`config.mk`:
```
export PLATFORM = sky130hd
export DESIGN_NAME = foc_voltage_modulator_flat
export DESIGN_NICKNAME = d
export VERILOG_FILES = /design/src/hdl/fvm_pkg.sv /design/src/hdl/fvm_if.sv /design/src/hdl/fvm_mul.sv /design/src/hdl/fvm_csr.sv /design/src/hdl/fvm_core.sv /design/src/hdl/foc_voltage_modulator.sv /design/src/flat_wrapper.sv
export SDC_FILE = /design/constraint.sdc
export NUM_CORES = 2
export LEC_CHECK = 0
export BUFFER_PORTS_ARGS = -buffer_cell sky130_fd_sc_hd__clkbuf_2
export CAP_MARGIN = 20
export CORE_MARGIN = 2
export CORE_UTILIZATION = 50
export DETAILED_ROUTE_END_ITERATION = 6
export GPL_ROUTABILITY_DRIVEN = 0
export PLACE_DENSITY = 0.68
export SYNTH_ARGS = -nofsm -noshare
export SYNTH_HDL_FRONTEND = slang
export SYNTH_SLANG_ARGS = --single-unit
```
`constraint.sdc`:
```
create_clock -name clock -period 9.34 [get_ports clock]
set_clock_uncertainty 0.05 [all_clocks]
set_input_delay 1.868 -clock clock [delete_from_list [all_inputs] [get_ports clock]]
set_output_delay 1.868 -clock clock [all_outputs]
set_load 0.03 [all_outputs]
```
`src/hdl/fvm_pkg.sv`:
```
// Shared types, constants and helper functions of the FOC voltage modulator.
// Used by every module under hdl/; depends on nothing else.
package fvm_pkg;

   localparam int ANGLE_W = 12;
   localparam int TURN_W  = 20;
   localparam int VOLT_W  = 16;
   localparam int DUTY_W  = 9;
   localparam int POS_W   = 32;
   localparam int PP_W    = 7;
   localparam int PADDR_W = 4;
   localparam int PDATA_W = 32;
   localparam int MUL_A_W = 33;
   localparam int MUL_B_W = 18;
   localparam int PROD_W  = MUL_A_W + MUL_B_W;
   localparam int ACC_W   = 33;
   localparam int PHASE_W = 35;
   localparam int NUM_W   = 31;
   localparam int SINE_W  = 15;

   localparam logic [PP_W-1:0]    PAIR_COUNT_RESET  = 7'd7;
   localparam logic               REVERSE_RESET     = 1'b0;
   localparam logic [ANGLE_W-1:0] ZERO_OFFSET_RESET = 12'd156;

   localparam logic signed [ANGLE_W:0] TURN_JUMP    = 13'sd3200;
   localparam logic [ANGLE_W-1:0]      QUARTER_TURN = 12'd1024;

   localparam logic signed [MUL_B_W-1:0] SQRT3_HALF_Q16 = 18'sd56756;
   localparam logic signed [MUL_B_W-1:0] PWM_PERIOD     = 18'sd500;
   localparam logic signed [MUL_B_W-1:0] DIV3_RECIP     = 18'sd43691;
   localparam logic signed [PROD_W-1:0]  ROUND_Q15      = 51'sd16384;

   localparam logic signed [PHASE_W-1:0] SIX_VOLT_Q27 = 35'sd805306368;
   localparam logic signed [PHASE_W-1:0] FULL_Q27     = 35'sd1610612736;
   localparam logic [NUM_W-1:0]          NUM_MAX      = 31'd1610612736;
   localparam logic [DUTY_W-1:0]         DUTY_MAX     = 9'd500;
   localparam logic [SINE_W-1:0]         SINE_ONE     = 15'd16384;

   typedef enum logic [1:0] {
      REG_PAIR_COUNT  = 2'd0,
      REG_REVERSE     = 2'd1,
      REG_ZERO_OFFSET = 2'd2
   } reg_index_type;

   typedef enum logic [4:0] {
      S_IDLE,
      S_ANGLE,
      S_ELEC,
      S_SIN_LU,
      S_SIN_MUL,
      S_COS_MUL,
      S_ALPHA_1,
      S_ALPHA_2,
      S_BETA_1,
      S_BETA_2,
      S_BETA_3,
      S_SCALE,
      S_ROUND,
      S_PHASE,
      S_DUTY_MUL,
      S_DUTY_DIV,
      S_DUTY_STORE,
      S_DONE
   } fsm_state_type;

   typedef struct packed {
      logic [PP_W-1:0]    pair_count;
      logic               reverse;
      logic [ANGLE_W-1:0] zero_offset;
   } cfg_type;

   typedef struct packed {
      logic [SINE_W-1:0] base;
      logic [9:0]        delta;
      logic [4:0]        frac;
      logic              top;
      logic              neg;
   } lu_type;

   // Quarter-wave sine, Q1.14, one entry every 32 counts
   function automatic logic [SINE_W-1:0] sine_entry(input logic [5:0] i);
      logic [SINE_W-1:0] v;
      case (i)
         6'd0:  v = 15'd0;
         6'd1:  v = 15'd804;
         6'd2:  v = 15'd1606;
         6'd3:  v = 15'd2404;
         6'd4:  v = 15'd3196;
         6'd5:  v = 15'd3981;
         6'd6:  v = 15'd4756;
         6'd7:  v = 15'd5520;
         6'd8:  v = 15'd6270;
         6'd9:  v = 15'd7005;
         6'd10: v = 15'd7723;
         6'd11: v = 15'd8423;
         6'd12: v = 15'd9102;
         6'd13: v = 15'd9760;
         6'd14: v = 15'd10394;
         6'd15: v = 15'd11003;
         6'd16: v = 15'd11585;
         6'd17: v = 15'd12140;
         6'd18: v = 15'd12665;
         6'd19: v = 15'd13160;
         6'd20: v = 15'd13623;
         6'd21: v = 15'd14053;
         6'd22: v = 15'd14449;
         6'd23: v = 15'd14811;
         6'd24: v = 15'd15137;
         6'd25: v = 15'd15426;
         6'd26: v = 15'd15679;
         6'd27: v = 15'd15893;
         6'd28: v = 15'd16069;
         6'd29: v = 15'd16207;
         6'd30: v = 15'd16305;
         6'd31: v = 15'd16364;
         default: v = SINE_ONE;
      endcase
      return v;
   endfunction

   // Fold the angle into the first quadrant and fetch the two neighbors
   function automatic lu_type sine_lookup(input logic [ANGLE_W-1:0] a);
      logic [10:0] idx;
      logic [5:0]  i;
      lu_type      lu;
      idx = a[10] ? (11'd1024 - {1'b0, a[9:0]}) : {1'b0, a[9:0]};
      i = idx[10:5];
      lu.base  = sine_entry(i);
      lu.delta = 10'(sine_entry(i + 6'd1) - sine_entry(i));
      lu.frac  = idx[4:0];
      lu.top   = idx[10];
      lu.neg   = a[11];
      return lu;
   endfunction

   // Add the rounded interpolation term and apply the half-turn sign
   function automatic logic signed [VOLT_W-1:0] sine_finish(input lu_type lu,
                                                            input logic [15:0] p);
      logic [SINE_W-1:0] v;
      logic [VOLT_W-1:0] sv;
      v  = lu.top ? SINE_ONE : lu.base + SINE_W'((p + 16'd16) >> 5);
      sv = {1'b0, v};
      return lu.neg ? -$signed(sv) : $signed(sv);
   endfunction

   // Shift a phase voltage up by 6 V and clamp to 0..12 V
   function automatic logic [NUM_W-1:0] clamp_num(input logic signed [PHASE_W-1:0] ph);
      logic signed [PHASE_W-1:0] sum;
      logic [NUM_W-1:0]          n;
      sum = ph + SIX_VOLT_Q27;
      if (sum < 0) begin
         n = '0;
      end else if (sum > FULL_Q27) begin
         n = NUM_MAX;
      end else begin
         n = sum[NUM_W-1:0];
      end
      return n;
   endfunction

endpackage

```
`src/hdl/fvm_if.sv`:
```
// Request and response channel interfaces of the FOC voltage modulator.
// Stand-alone; the payload widths follow the channel field list.
interface fvm_req_if;
   logic               valid;
   logic               ready;
   logic [11:0]        encoder_count;
   logic signed [15:0] volt_q;
   logic signed [15:0] volt_d;

   modport source (output valid, output encoder_count, output volt_q, output volt_d,
                   input ready);
   modport sink (input valid, input encoder_count, input volt_q, input volt_d,
                 output ready);
endinterface

interface fvm_rsp_if;
   logic               valid;
   logic               ready;
   logic [8:0]         duty_u;
   logic [8:0]         duty_v;
   logic [8:0]         duty_w;
   logic [11:0]        elec_angle;
   logic signed [31:0] position;

   modport source (output valid, output duty_u, output duty_v, output duty_w,
                   output elec_angle, output position, input ready);
   modport sink (input valid, input duty_u, input duty_v, input duty_w,
                 input elec_angle, input position, output ready);
endinterface

```
`src/hdl/fvm_mul.sv`:
```
// Shared signed multiplier with registered product.
// Depends on fvm_pkg for operand widths.
module fvm_mul (
   input  logic                                 clock,
   input  logic signed [fvm_pkg::MUL_A_W-1:0]   mul_a,
   input  logic signed [fvm_pkg::MUL_B_W-1:0]   mul_b,
   output logic signed [fvm_pkg::PROD_W-1:0]    prod
);
   import fvm_pkg::*;

   logic signed [PROD_W-1:0] prod_ff;
   logic signed [PROD_W-1:0] prod_in;

   assign prod_in = PROD_W'(mul_a) * PROD_W'(mul_b);

   always_ff @(posedge clock) begin
      prod_ff <= prod_in;
   end

   assign prod = prod_ff;

endmodule

```
`src/hdl/fvm_csr.sv`:
```
// APB-style configuration registers: pole pairs, reverse, zero offset.
// Depends on fvm_pkg for the register map and the config struct.
module fvm_csr (
   input  logic                          clock,
   input  logic                          reset,
   input  logic                          psel,
   input  logic                          penable,
   input  logic                          pwrite,
   input  logic [fvm_pkg::PADDR_W-1:0]   paddr,
   input  logic [fvm_pkg::PDATA_W-1:0]   pwdata,
   output logic [fvm_pkg::PDATA_W-1:0]   prdata,
   output logic                          pready,
   output fvm_pkg::cfg_type              cfg
);
   import fvm_pkg::*;

   logic [PP_W-1:0]    pair_count_ff, pair_count_in;
   logic               reverse_ff, reverse_in;
   logic [ANGLE_W-1:0] zero_offset_ff, zero_offset_in;
   logic               wr_en;
   reg_index_type      reg_sel;

   assign pready  = 1'b1;
   assign wr_en   = psel && penable && pwrite;
   assign reg_sel = reg_index_type'(paddr[3:2]);

   always_comb begin
      pair_count_in  = pair_count_ff;
      reverse_in     = reverse_ff;
      zero_offset_in = zero_offset_ff;
      prdata         = '0;
      case (reg_sel)
         REG_PAIR_COUNT: begin
            prdata = PDATA_W'(pair_count_ff);
            if (wr_en) begin
               pair_count_in = pwdata[PP_W-1:0];
            end
         end
         REG_REVERSE: begin
            prdata = PDATA_W'(reverse_ff);
            if (wr_en) begin
               reverse_in = pwdata[0];
            end
         end
         REG_ZERO_OFFSET: begin
            prdata = PDATA_W'(zero_offset_ff);
            if (wr_en) begin
               zero_offset_in = pwdata[ANGLE_W-1:0];
            end
         end
         default: begin
            prdata = '0;
         end
      endcase
   end

   always_ff @(posedge clock) begin
      if (reset) begin
         pair_count_ff  <= PAIR_COUNT_RESET;
         reverse_ff     <= REVERSE_RESET;
         zero_offset_ff <= ZERO_OFFSET_RESET;
      end else begin
         pair_count_ff  <= pair_count_in;
         reverse_ff     <= reverse_in;
         zero_offset_ff <= zero_offset_in;
      end
   end

   assign cfg.pair_count  = pair_count_ff;
   assign cfg.reverse     = reverse_ff;
   assign cfg.zero_offset = zero_offset_ff;

endmodule

```
`src/hdl/fvm_core.sv`:
```
// Sequencer and datapath: angle tracking, sine lookup, inverse Park/Clarke, duty.
// Depends on fvm_pkg, the fvm_req_if/fvm_rsp_if channels and fvm_mul.
module fvm_core (
   input  logic               clock,
   input  logic               reset,
   input  fvm_pkg::cfg_type   cfg,
   fvm_req_if.sink            req,
   fvm_rsp_if.source          rsp
);
   import fvm_pkg::*;

   fsm_state_type             state_ff, state_in;
   logic [ANGLE_W-1:0]        enc_ff, enc_in;
   logic signed [VOLT_W-1:0]  vq_ff, vq_in;
   logic signed [VOLT_W-1:0]  vd_ff, vd_in;
   logic [ANGLE_W-1:0]        ang_ff, ang_in;
   logic [ANGLE_W-1:0]        last_angle_ff, last_angle_in;
   logic [TURN_W-1:0]         turn_ff, turn_in;
   logic [ANGLE_W-1:0]        elec_ff, elec_in;
   lu_type                    lu_sin_ff, lu_sin_in;
   lu_type                    lu_cos_ff, lu_cos_in;
   logic signed [VOLT_W-1:0]  sn_ff, sn_in;
   logic signed [VOLT_W-1:0]  cs_ff, cs_in;
   logic signed [ACC_W-1:0]   alpha_ff, alpha_in;
   logic signed [ACC_W-1:0]   beta_ff, beta_in;
   logic signed [ACC_W-1:0]   s_ff, s_in;
   logic [NUM_W-1:0]          num_ff [3];
   logic [NUM_W-1:0]          num_in [3];
   logic [1:0]                idx_ff, idx_in;
   logic [DUTY_W-1:0]         duty_ff [3];
   logic [DUTY_W-1:0]         duty_in [3];
   logic [DUTY_W-1:0]         out_duty_ff [3];
   logic [DUTY_W-1:0]         out_duty_in [3];
   logic [ANGLE_W-1:0]        out_elec_ff, out_elec_in;
   logic [POS_W-1:0]          out_pos_ff, out_pos_in;
   logic                      rsp_valid_ff, rsp_valid_in;

   logic signed [MUL_A_W-1:0] mul_a;
   logic signed [MUL_B_W-1:0] mul_b;
   logic signed [PROD_W-1:0]  prod;
   logic [ANGLE_W-1:0]        ang_calc;
   logic signed [ANGLE_W:0]   ang_diff;
   logic signed [PROD_W-1:0]  rnd_sum;
   logic signed [PHASE_W-1:0] alpha_x;
   logic signed [PHASE_W-1:0] s_x;

   fvm_mul u_mul (
      .clock (clock),
      .mul_a (mul_a),
      .mul_b (mul_b),
      .prod  (prod)
   );

   assign ang_calc = cfg.reverse ? (cfg.zero_offset - enc_ff) : (enc_ff - cfg.zero_offset);
   assign ang_diff = $signed({1'b0, ang_calc}) - $signed({1'b0, last_angle_ff});
   assign rnd_sum  = prod + ROUND_Q15;
   assign alpha_x  = {{(PHASE_W-ACC_W){alpha_ff[ACC_W-1]}}, alpha_ff};
   assign s_x      = {{(PHASE_W-ACC_W){s_ff[ACC_W-1]}}, s_ff};

   always_comb begin
      state_in      = state_ff;
      enc_in        = enc_ff;
      vq_in         = vq_ff;
      vd_in         = vd_ff;
      ang_in        = ang_ff;
      last_angle_in = last_angle_ff;
      turn_in       = turn_ff;
      elec_in       = elec_ff;
      lu_sin_in     = lu_sin_ff;
      lu_cos_in     = lu_cos_ff;
      sn_in         = sn_ff;
      cs_in         = cs_ff;
      alpha_in      = alpha_ff;
      beta_in       = beta_ff;
      s_in          = s_ff;
      num_in        = num_ff;
      idx_in        = idx_ff;
      duty_in       = duty_ff;
      out_duty_in   = out_duty_ff;
      out_elec_in   = out_elec_ff;
      out_pos_in    = out_pos_ff;
      rsp_valid_in  = rsp_valid_ff && !rsp.ready;
      mul_a         = '0;
      mul_b         = '0;

      case (state_ff)
         S_IDLE: begin
            if (req.valid) begin
               enc_in   = req.encoder_count;
               vq_in    = req.volt_q;
               vd_in    = req.volt_d;
               state_in = S_ANGLE;
            end
         end
         S_ANGLE: begin
            // step the turn counter on a wrap, then form angle times pole pairs
            ang_in        = ang_calc;
            last_angle_in = ang_calc;
            if (ang_diff > TURN_JUMP) begin
               turn_in = turn_ff - 20'd1;
            end else if (ang_diff < -TURN_JUMP) begin
               turn_in = turn_ff + 20'd1;
            end
            mul_a    = {{(MUL_A_W-ANGLE_W){1'b0}}, ang_calc};
            mul_b    = {{(MUL_B_W-PP_W){1'b0}}, cfg.pair_count};
            state_in = S_ELEC;
         end
         S_ELEC: begin
            elec_in  = prod[ANGLE_W-1:0];
            state_in = S_SIN_LU;
         end
         S_SIN_LU: begin
            lu_sin_in = sine_lookup(elec_ff);
            lu_cos_in = sine_lookup(elec_ff + QUARTER_TURN);
            state_in  = S_SIN_MUL;
         end
         S_SIN_MUL: begin
            mul_a    = {{(MUL_A_W-10){1'b0}}, lu_sin_ff.delta};
            mul_b    = {{(MUL_B_W-5){1'b0}}, lu_sin_ff.frac};
            state_in = S_COS_MUL;
         end
         S_COS_MUL: begin
            sn_in    = sine_finish(lu_sin_ff, prod[15:0]);
            mul_a    = {{(MUL_A_W-10){1'b0}}, lu_cos_ff.delta};
            mul_b    = {{(MUL_B_W-5){1'b0}}, lu_cos_ff.frac};
            state_in = S_ALPHA_1;
         end
         S_ALPHA_1: begin
            cs_in    = sine_finish(lu_cos_ff, prod[15:0]);
            mul_a    = {{(MUL_A_W-VOLT_W){vq_ff[VOLT_W-1]}}, vq_ff};
            mul_b    = {{(MUL_B_W-VOLT_W){sn_ff[VOLT_W-1]}}, sn_ff};
            state_in = S_ALPHA_2;
         end
         S_ALPHA_2: begin
            alpha_in = -prod[ACC_W-1:0];
            mul_a    = {{(MUL_A_W-VOLT_W){vd_ff[VOLT_W-1]}}, vd_ff};
            mul_b    = {{(MUL_B_W-VOLT_W){cs_ff[VOLT_W-1]}}, cs_ff};
            state_in = S_BETA_1;
         end
         S_BETA_1: begin
            alpha_in = alpha_ff + $signed(prod[ACC_W-1:0]);
            mul_a    = {{(MUL_A_W-VOLT_W){vd_ff[VOLT_W-1]}}, vd_ff};
            mul_b    = {{(MUL_B_W-VOLT_W){sn_ff[VOLT_W-1]}}, sn_ff};
            state_in = S_BETA_2;
         end
         S_BETA_2: begin
            beta_in  = prod[ACC_W-1:0];
            mul_a    = {{(MUL_A_W-VOLT_W){vq_ff[VOLT_W-1]}}, vq_ff};
            mul_b    = {{(MUL_B_W-VOLT_W){cs_ff[VOLT_W-1]}}, cs_ff};
            state_in = S_BETA_3;
         end
         S_BETA_3: begin
            beta_in  = beta_ff + $signed(prod[ACC_W-1:0]);
            state_in = S_SCALE;
         end
         S_SCALE: begin
            mul_a    = beta_ff;
            mul_b    = SQRT3_HALF_Q16;
            state_in = S_ROUND;
         end
         S_ROUND: begin
            // round half up, floor on the arithmetic shift
            s_in     = rnd_sum[15 +: ACC_W];
            state_in = S_PHASE;
         end
         S_PHASE: begin
            num_in[0] = clamp_num(alpha_x + alpha_x);
            num_in[1] = clamp_num(s_x - alpha_x);
            num_in[2] = clamp_num(-alpha_x - s_x);
            idx_in    = 2'd0;
            state_in  = S_DUTY_MUL;
         end
         S_DUTY_MUL: begin
            mul_a    = {{(MUL_A_W-NUM_W){1'b0}}, num_ff[idx_ff]};
            mul_b    = PWM_PERIOD;
            state_in = S_DUTY_DIV;
         end
         S_DUTY_DIV: begin
            // divide by 12 V: shift out 2^29, then times reciprocal of three
            mul_a    = {{(MUL_A_W-11){1'b0}}, prod[39:29]};
            mul_b    = DIV3_RECIP;
            state_in = S_DUTY_STORE;
         end
         S_DUTY_STORE: begin
            duty_in[idx_ff] = prod[25:17];
            if (idx_ff == 2'd2) begin
               idx_in   = 2'd0;
               state_in = S_DONE;
            end else begin
               idx_in   = idx_ff + 2'd1;
               state_in = S_DUTY_MUL;
            end
         end
         S_DONE: begin
            if (!rsp_valid_ff || rsp.ready) begin
               out_duty_in  = duty_ff;
               out_elec_in  = elec_ff;
               out_pos_in   = {turn_ff, ang_ff};
               rsp_valid_in = 1'b1;
               state_in     = S_IDLE;
            end
         end
         default: begin
            state_in = S_IDLE;
         end
      endcase
   end

   always_ff @(posedge clock) begin
      if (reset) begin
         state_ff      <= S_IDLE;
         last_angle_ff <= '0;
         turn_ff       <= '0;
         idx_ff        <= '0;
         rsp_valid_ff  <= 1'b0;
      end else begin
         state_ff      <= state_in;
         last_angle_ff <= last_angle_in;
         turn_ff       <= turn_in;
         idx_ff        <= idx_in;
         rsp_valid_ff  <= rsp_valid_in;
      end
   end

   always_ff @(posedge clock) begin
      enc_in_reg: begin
         enc_ff      <= enc_in;
         vq_ff       <= vq_in;
         vd_ff       <= vd_in;
         ang_ff      <= ang_in;
         elec_ff     <= elec_in;
         lu_sin_ff   <= lu_sin_in;
         lu_cos_ff   <= lu_cos_in;
         sn_ff       <= sn_in;
         cs_ff       <= cs_in;
         alpha_ff    <= alpha_in;
         beta_ff     <= beta_in;
         s_ff        <= s_in;
         num_ff      <= num_in;
         duty_ff     <= duty_in;
         out_duty_ff <= out_duty_in;
         out_elec_ff <= out_elec_in;
         out_pos_ff  <= out_pos_in;
      end
   end

   assign req.ready      = (state_ff == S_IDLE);
   assign rsp.valid      = rsp_valid_ff;
   assign rsp.duty_u     = out_duty_ff[0];
   assign rsp.duty_v     = out_duty_ff[1];
   assign rsp.duty_w     = out_duty_ff[2];
   assign rsp.elec_angle = out_elec_ff;
   assign rsp.position   = $signed(out_pos_ff);

   a_turn_hold: assert property (@(posedge clock) disable iff (reset)
      state_ff != S_ANGLE |=> $stable(turn_ff))
      else $error("turn count changed outside the angle step");

   a_turn_step: assert property (@(posedge clock) disable iff (reset)
      state_ff == S_ANGLE |=> (turn_ff == $past(turn_ff) ||
                               turn_ff == $past(turn_ff) + 20'd1 ||
                               turn_ff == $past(turn_ff) - 20'd1))
      else $error("turn count stepped by more than one");

   a_num_range: assert property (@(posedge clock) disable iff (reset)
      state_ff == S_DUTY_MUL |-> num_ff[idx_ff] <= NUM_MAX)
      else $error("phase numerator beyond full scale");

   a_duty_range: assert property (@(posedge clock) disable iff (reset)
      rsp_valid_ff |-> (out_duty_ff[0] <= DUTY_MAX && out_duty_ff[1] <= DUTY_MAX &&
                        out_duty_ff[2] <= DUTY_MAX))
      else $error("compare value beyond PWM period");

endmodule

```
`src/hdl/foc_voltage_modulator.sv`:
```
// Top level of the FOC voltage modulator: config registers plus sequenced core.
// Depends on fvm_pkg, fvm_if (channels), fvm_csr and fvm_core.
//
//   channel | direction | handshake            | payload
//   --------+-----------+----------------------+------------------------------------------
//   req     | in        | valid/ready          | encoder_count, volt_q, volt_d
//   rsp     | out       | valid/ready          | duty_u, duty_v, duty_w, elec_angle, position
//   csr     | in        | psel/penable/pready  | paddr, pwdata (write), prdata (read)
//
// Each request passes through the accept cycle, 22 sequencer steps that feed
// 14 products (electrical angle, two sine interpolations, four Park terms, the sqrt(3)/2
// scale, and two per compare value) through one registered multiplier, and the hand-off
// cycle, which loads the output register. Ready stays low from acceptance until then.
// Reset is synchronous and active high; it restores the register defaults and clears the
// turn counter and the previous angle. A stalled response holds in the output register;
// the next request is accepted meanwhile and waits in the hand-off step until it drains.
module foc_voltage_modulator (
   input  logic                          clock,
   input  logic                          reset,
   fvm_req_if.sink                       req,
   fvm_rsp_if.source                     rsp,
   input  logic                          psel,
   input  logic                          penable,
   input  logic                          pwrite,
   input  logic [fvm_pkg::PADDR_W-1:0]   paddr,
   input  logic [fvm_pkg::PDATA_W-1:0]   pwdata,
   output logic [fvm_pkg::PDATA_W-1:0]   prdata,
   output logic                          pready
);
   import fvm_pkg::*;

   cfg_type cfg;

   // register file: pole pairs, direction, zero offset
   fvm_csr u_csr (
      .clock   (clock),
      .reset   (reset),
      .psel    (psel),
      .penable (penable),
      .pwrite  (pwrite),
      .paddr   (paddr),
      .pwdata  (pwdata),
      .prdata  (prdata),
      .pready  (pready),
      .cfg     (cfg)
   );

   // sequencer around the shared multiplier; holds turn state and the response
   fvm_core u_core (
      .clock (clock),
      .reset (reset),
      .cfg   (cfg),
      .req   (req),
      .rsp   (rsp)
   );

endmodule

```
`src/flat_wrapper.sv`:
```
// flat-port wrapper written by rule: the top's interface ports become plain ports
module foc_voltage_modulator_flat import fvm_pkg::*;
  (clock, reset, psel, penable, pwrite, paddr, pwdata, prdata, pready, req_valid, req_encoder_count, req_volt_q, req_volt_d, req_ready, rsp_valid, rsp_duty_u, rsp_duty_v, rsp_duty_w, rsp_elec_angle, rsp_position, rsp_ready);
  fvm_req_if req_i ();
  fvm_rsp_if rsp_i ();
  input  logic clock;
  input  logic reset;
  input  logic psel;
  input  logic penable;
  input  logic pwrite;
  input  logic [fvm_pkg::PADDR_W-1:0] paddr;
  input  logic [fvm_pkg::PDATA_W-1:0] pwdata;
  output logic [fvm_pkg::PDATA_W-1:0] prdata;
  output logic pready;
  input wire logic [$bits(req_i.valid)-1:0] req_valid;
  input wire logic [$bits(req_i.encoder_count)-1:0] req_encoder_count;
  input wire logic [$bits(req_i.volt_q)-1:0] req_volt_q;
  input wire logic [$bits(req_i.volt_d)-1:0] req_volt_d;
  output wire logic [$bits(req_i.ready)-1:0] req_ready;
  output wire logic [$bits(rsp_i.valid)-1:0] rsp_valid;
  output wire logic [$bits(rsp_i.duty_u)-1:0] rsp_duty_u;
  output wire logic [$bits(rsp_i.duty_v)-1:0] rsp_duty_v;
  output wire logic [$bits(rsp_i.duty_w)-1:0] rsp_duty_w;
  output wire logic [$bits(rsp_i.elec_angle)-1:0] rsp_elec_angle;
  output wire logic [$bits(rsp_i.position)-1:0] rsp_position;
  input wire logic [$bits(rsp_i.ready)-1:0] rsp_ready;
  assign req_i.valid = req_valid;
  assign req_i.encoder_count = req_encoder_count;
  assign req_i.volt_q = req_volt_q;
  assign req_i.volt_d = req_volt_d;
  assign req_ready = req_i.ready;
  assign rsp_valid = rsp_i.valid;
  assign rsp_duty_u = rsp_i.duty_u;
  assign rsp_duty_v = rsp_i.duty_v;
  assign rsp_duty_w = rsp_i.duty_w;
  assign rsp_elec_angle = rsp_i.elec_angle;
  assign rsp_position = rsp_i.position;
  assign rsp_i.ready = rsp_ready;
  foc_voltage_modulator u_core (.clock(clock), .reset(reset), .req(req_i), .rsp(rsp_i), .psel(psel), .penable(penable), .pwrite(pwrite), .paddr(paddr), .pwdata(pwdata), .prdata(prdata), .pready(pready));
endmodule
```
==> reports/qor.csv <==
metric,value,unit
Final HPWL DP,133,mm
Rel. slew slack,0.288,
Worst Path Arrival,9.61,ns
synth warn,0,
first-pass GRT wire length,258,mm
Tcrit/Tclk final,0.971,
library cells used by synthesis,95,
Vias/cell,5.82,
largest net degree at the start of global routing,67,
synthesized instance count,6153,
GR Util All Layers,0.285,
Min-Delay Path Class,register to register,
Worst path slowest cell,fa_1,
post-route ant nets,0,
CTS Buffer Depth,3,
Synth Flop Type,edfxtp_1,
layout cells sized above 1,0.104,
most frequent cells in the layout,"inv_1, nand2_1, fa_1, edfxtp_1, ha_1",
Clock transition at path regs,0.06,ns
via count,46100,
grt total ovfl,0,
Die Width,342,um
Final setup viols,0,
Crit Path Max Fanout,18,
Synth Register Bits,560,
maximum clock rate,0.110,GHz
"Seq/Total Area, Yosys",0.275,
Mean Syn Cell Area,9.29,um^2
Layout Nets,7435,
Post-synth EDFFs,452,
row count,124,
max_cap viols,0,
routed len/inst,21.2,um
1st-pass router iterations,6,
status,finished clean,
cts bufs inserted,61,
maximum VDD drop,0.172,mV
Die Y-Extent,342,um
post-layout util,0.556,
met1 wire length,68.6,mm
Leakage,28.1,nW
setup tns final,0,ns
DRC viols,0,
asr flop ratio synth,0,
vias in the first global route,44500,
min Tclk post-route,9.07,ns
1st-iter DRT viols,4927,
final hold violations,0,
"Slew Viols, Final",0,
"commonest non-fill, non-tap cell in the layout",inv_1,
core footprint,114000,um^2
Worst Setup Start Kind,register,
fillers,10000,
top routing layer in use,met5,
H-tree depth,2,
crit-path most repeated cell,inv_1,
met2 wire len,74.5,mm
I/O Pins,193,
die area,117000,um^2
# port buffers,149,
Starting Density,0.502,
WL final,168,mm
CTS tree,yes,
Syn-to-layout area delta,10.8,%
Critical Path RT,9.88,ns
met3 WL,17.8,mm
Setup crit end kind,register,
cell area after synthesis,57100,um^2
worst-margin pin slew,1.06,ns
worst stage delay on the critical path,0.57,ns
pwr/cell area,154,nW/um^2
clk sinks,560,
initial antenna violation count,6,
clock root buffer master,clkbuf_16,
critical path class,register to register,
clk_lat worst skew,0.68,ns
Final Power,9.77,mW
[sequential cells by signal, indices dropped and copies added (netlist names), 12 cells and up]
signal and cells:
u_core.u_core.alpha_ff 33, u_core.u_core.u_mul.prod 48, u_core.u_core.ang_ff 12, u_core.u_core.vq_ff 16
u_core.u_core.s_ff 33, u_core.u_core.elec_ff 12, u_core.u_core.rsp.position 32, u_core.u_core.enc_ff 12
u_core.u_csr.zero_offset_ff 12, u_core.u_core.last_angle_ff 12, u_core.u_core.beta_ff 33, u_core.u_core.sn_ff 16
u_core.u_core.rsp.elec_angle 12, u_core.u_core.duty_ff 27, u_core.u_core.cs_ff 16, u_core.u_core.lu_cos_ff 31
u_core.u_core.lu_sin_ff 32, u_core.u_core.num_ff 92, u_core.u_core.vd_ff 16, u_core.u_core.turn_ff 20
[worst max-delay path: cells and delay by family (launching register included)]
family,cells,cell delay (ns)
DFF,1,0.39
buffers and inverters,12,1.26
xor gates and xnor gates,2,0.24
and+or+nand+nor,4,0.98
AOI/OAI and AO/OA,14,2.64
adders and majority gates,8,3.43
[worst paths after layout]
| check | depth (start not counted) | slack, ns | endpoint | from |
|---|---|---|---|---|
| max | 40 | 0.27 | u_core.u_core.u_mul.prod[47]$_DFF_P_ | u_core.u_core.enc_ff[0]$_DFFE_PP_ |
| min | 0 | 0.37 | u_core.u_core.rsp.position[9]$_DFFE_PP_ | u_core.u_core.ang_ff[9]$_DFFE_PP_ |
| max reg2reg | 40 | 0.27 | u_core.u_core.u_mul.prod[47]$_DFF_P_ | u_core.u_core.enc_ff[0]$_DFFE_PP_ |
| min reg2reg | 0 | 0.37 | u_core.u_core.rsp.position[9]$_DFFE_PP_ | u_core.u_core.ang_ff[9]$_DFFE_PP_ |
[repair_timing]
| item | 4_1_cts | 5_1_grt |
|---|---|---|
| gates resized for setup | 8 | 33 |
| gates cloned | 0 | 0 |
| hold buffers | 0 | 0 |
| pin swaps | 0 | 24 |
| setup buffers | 0 | 8 |
| endpoints found under the setup margin | 7 | 22 |
[metrics by stage]
stage                     area (um^2)  setup slack (ns)  std cells  hold slack (ns)
after global placement          61000            -0.166       7785            0.353
after CTS                       63100           0.00426       7899            0.369
final                           63300             0.273       7910            0.370
after floorplan                 57200            0.0342       6172            0.350
after global routing            63300          -0.00728       7908            0.374
after detailed placement        61000            -0.268       7785            0.355
[report_power, final]
part           internal (mW)  switching (mW)
clock                   1.45            1.09
combinational           1.58            2.48
sequential              2.98           0.188
total                   6.01            3.76
[synth_stat cells (15+ instances only)]
| library cell | number | area share |
|---|---|---|
| inv_1 | 915 | 0.060 |
| nand2_1 | 706 | 0.046 |
| fa_1 | 558 | 0.20 |
| edfxtp_1 | 452 | 0.24 |
| ha_1 | 445 | 0.097 |
| nor2_1 | 387 | 0.025 |
| a21oi_1 | 276 | 0.024 |
| o21ai_0 | 262 | 0.023 |
| clkbuf_1 | 238 | 0.016 |
| xnor2_1 | 217 | 0.033 |
| nor3_1 | 143 | 0.013 |
| and2_1 | 123 | 0.013 |
| dfxtp_1 | 108 | 0.038 |
| xor2_1 | 108 | 0.017 |
| a21o_1 | 106 | 0.014 |
| nand3_1 | 90 | 0.0079 |
| mux2i_1 | 64 | 0.011 |
| nor2b_1 | 64 | 0.0070 |
| nand2b_1 | 62 | 0.0068 |
| a211oi_1 | 47 | 0.0062 |
| and3_1 | 47 | 0.0051 |
| or3_1 | 46 | 0.0050 |
| o21a_1 | 43 | 0.0056 |
| nand4_1 | 38 | 0.0042 |
| a31oi_1 | 33 | 0.0036 |
| a221o_1 | 32 | 0.0056 |
| o31ai_1 | 32 | 0.0042 |
| a22oi_1 | 31 | 0.0041 |
| o211ai_1 | 31 | 0.0041 |
| or2_2 | 30 | 0.0033 |
| buf_4 | 21 | 0.0028 |
| nor4_1 | 21 | 0.0023 |
| a21boi_0 | 20 | 0.0026 |
| a211o_1 | 18 | 0.0028 |
| and4b_1 | 18 | 0.0032 |
| a311oi_1 | 17 | 0.0026 |
| a221oi_1 | 15 | 0.0023 |
| mux2_2 | 15 | 0.0030 |
[metal layers]
metal  track usage  vias up
met1         0.393    22500
met3        0.0630      333
met5             0        -
met2         0.443     2199
li1              -    21000
met4         0.101        6
[logic make-up after synthesis]
| group | after synthesis | synth area share |
|---|---|---|
| flip-flops | 560 | 0.275 |
| adder cells (fa/ha/maj) | 1003 | 0.293 |
| other | 2 | 0.000131 |
| AND/OR/NAND/NOR | 1863 | 0.157 |
| AO/OA/AOI/OAI | 1110 | 0.128 |
| XOR/XNOR | 329 | 0.0511 |
| buffers and inverters | 1207 | 0.0812 |
| multiplexers | 79 | 0.0142 |
[layout make-up]
class	instances	area (um^2)	area share
multi-input cells	4405	37200	0.587
flip-flops and latches	560	15700	0.248
inverters	919	3450	0.0545
repair buffers	398	2990	0.0473
clock inverters	30	327	0.00516
well taps	1512	1890	0.0299
clock buffers	84	1780	0.0281
diodes	2	5.00	0.0000790
No activity file was read; power rests on OpenSTA's default activity.
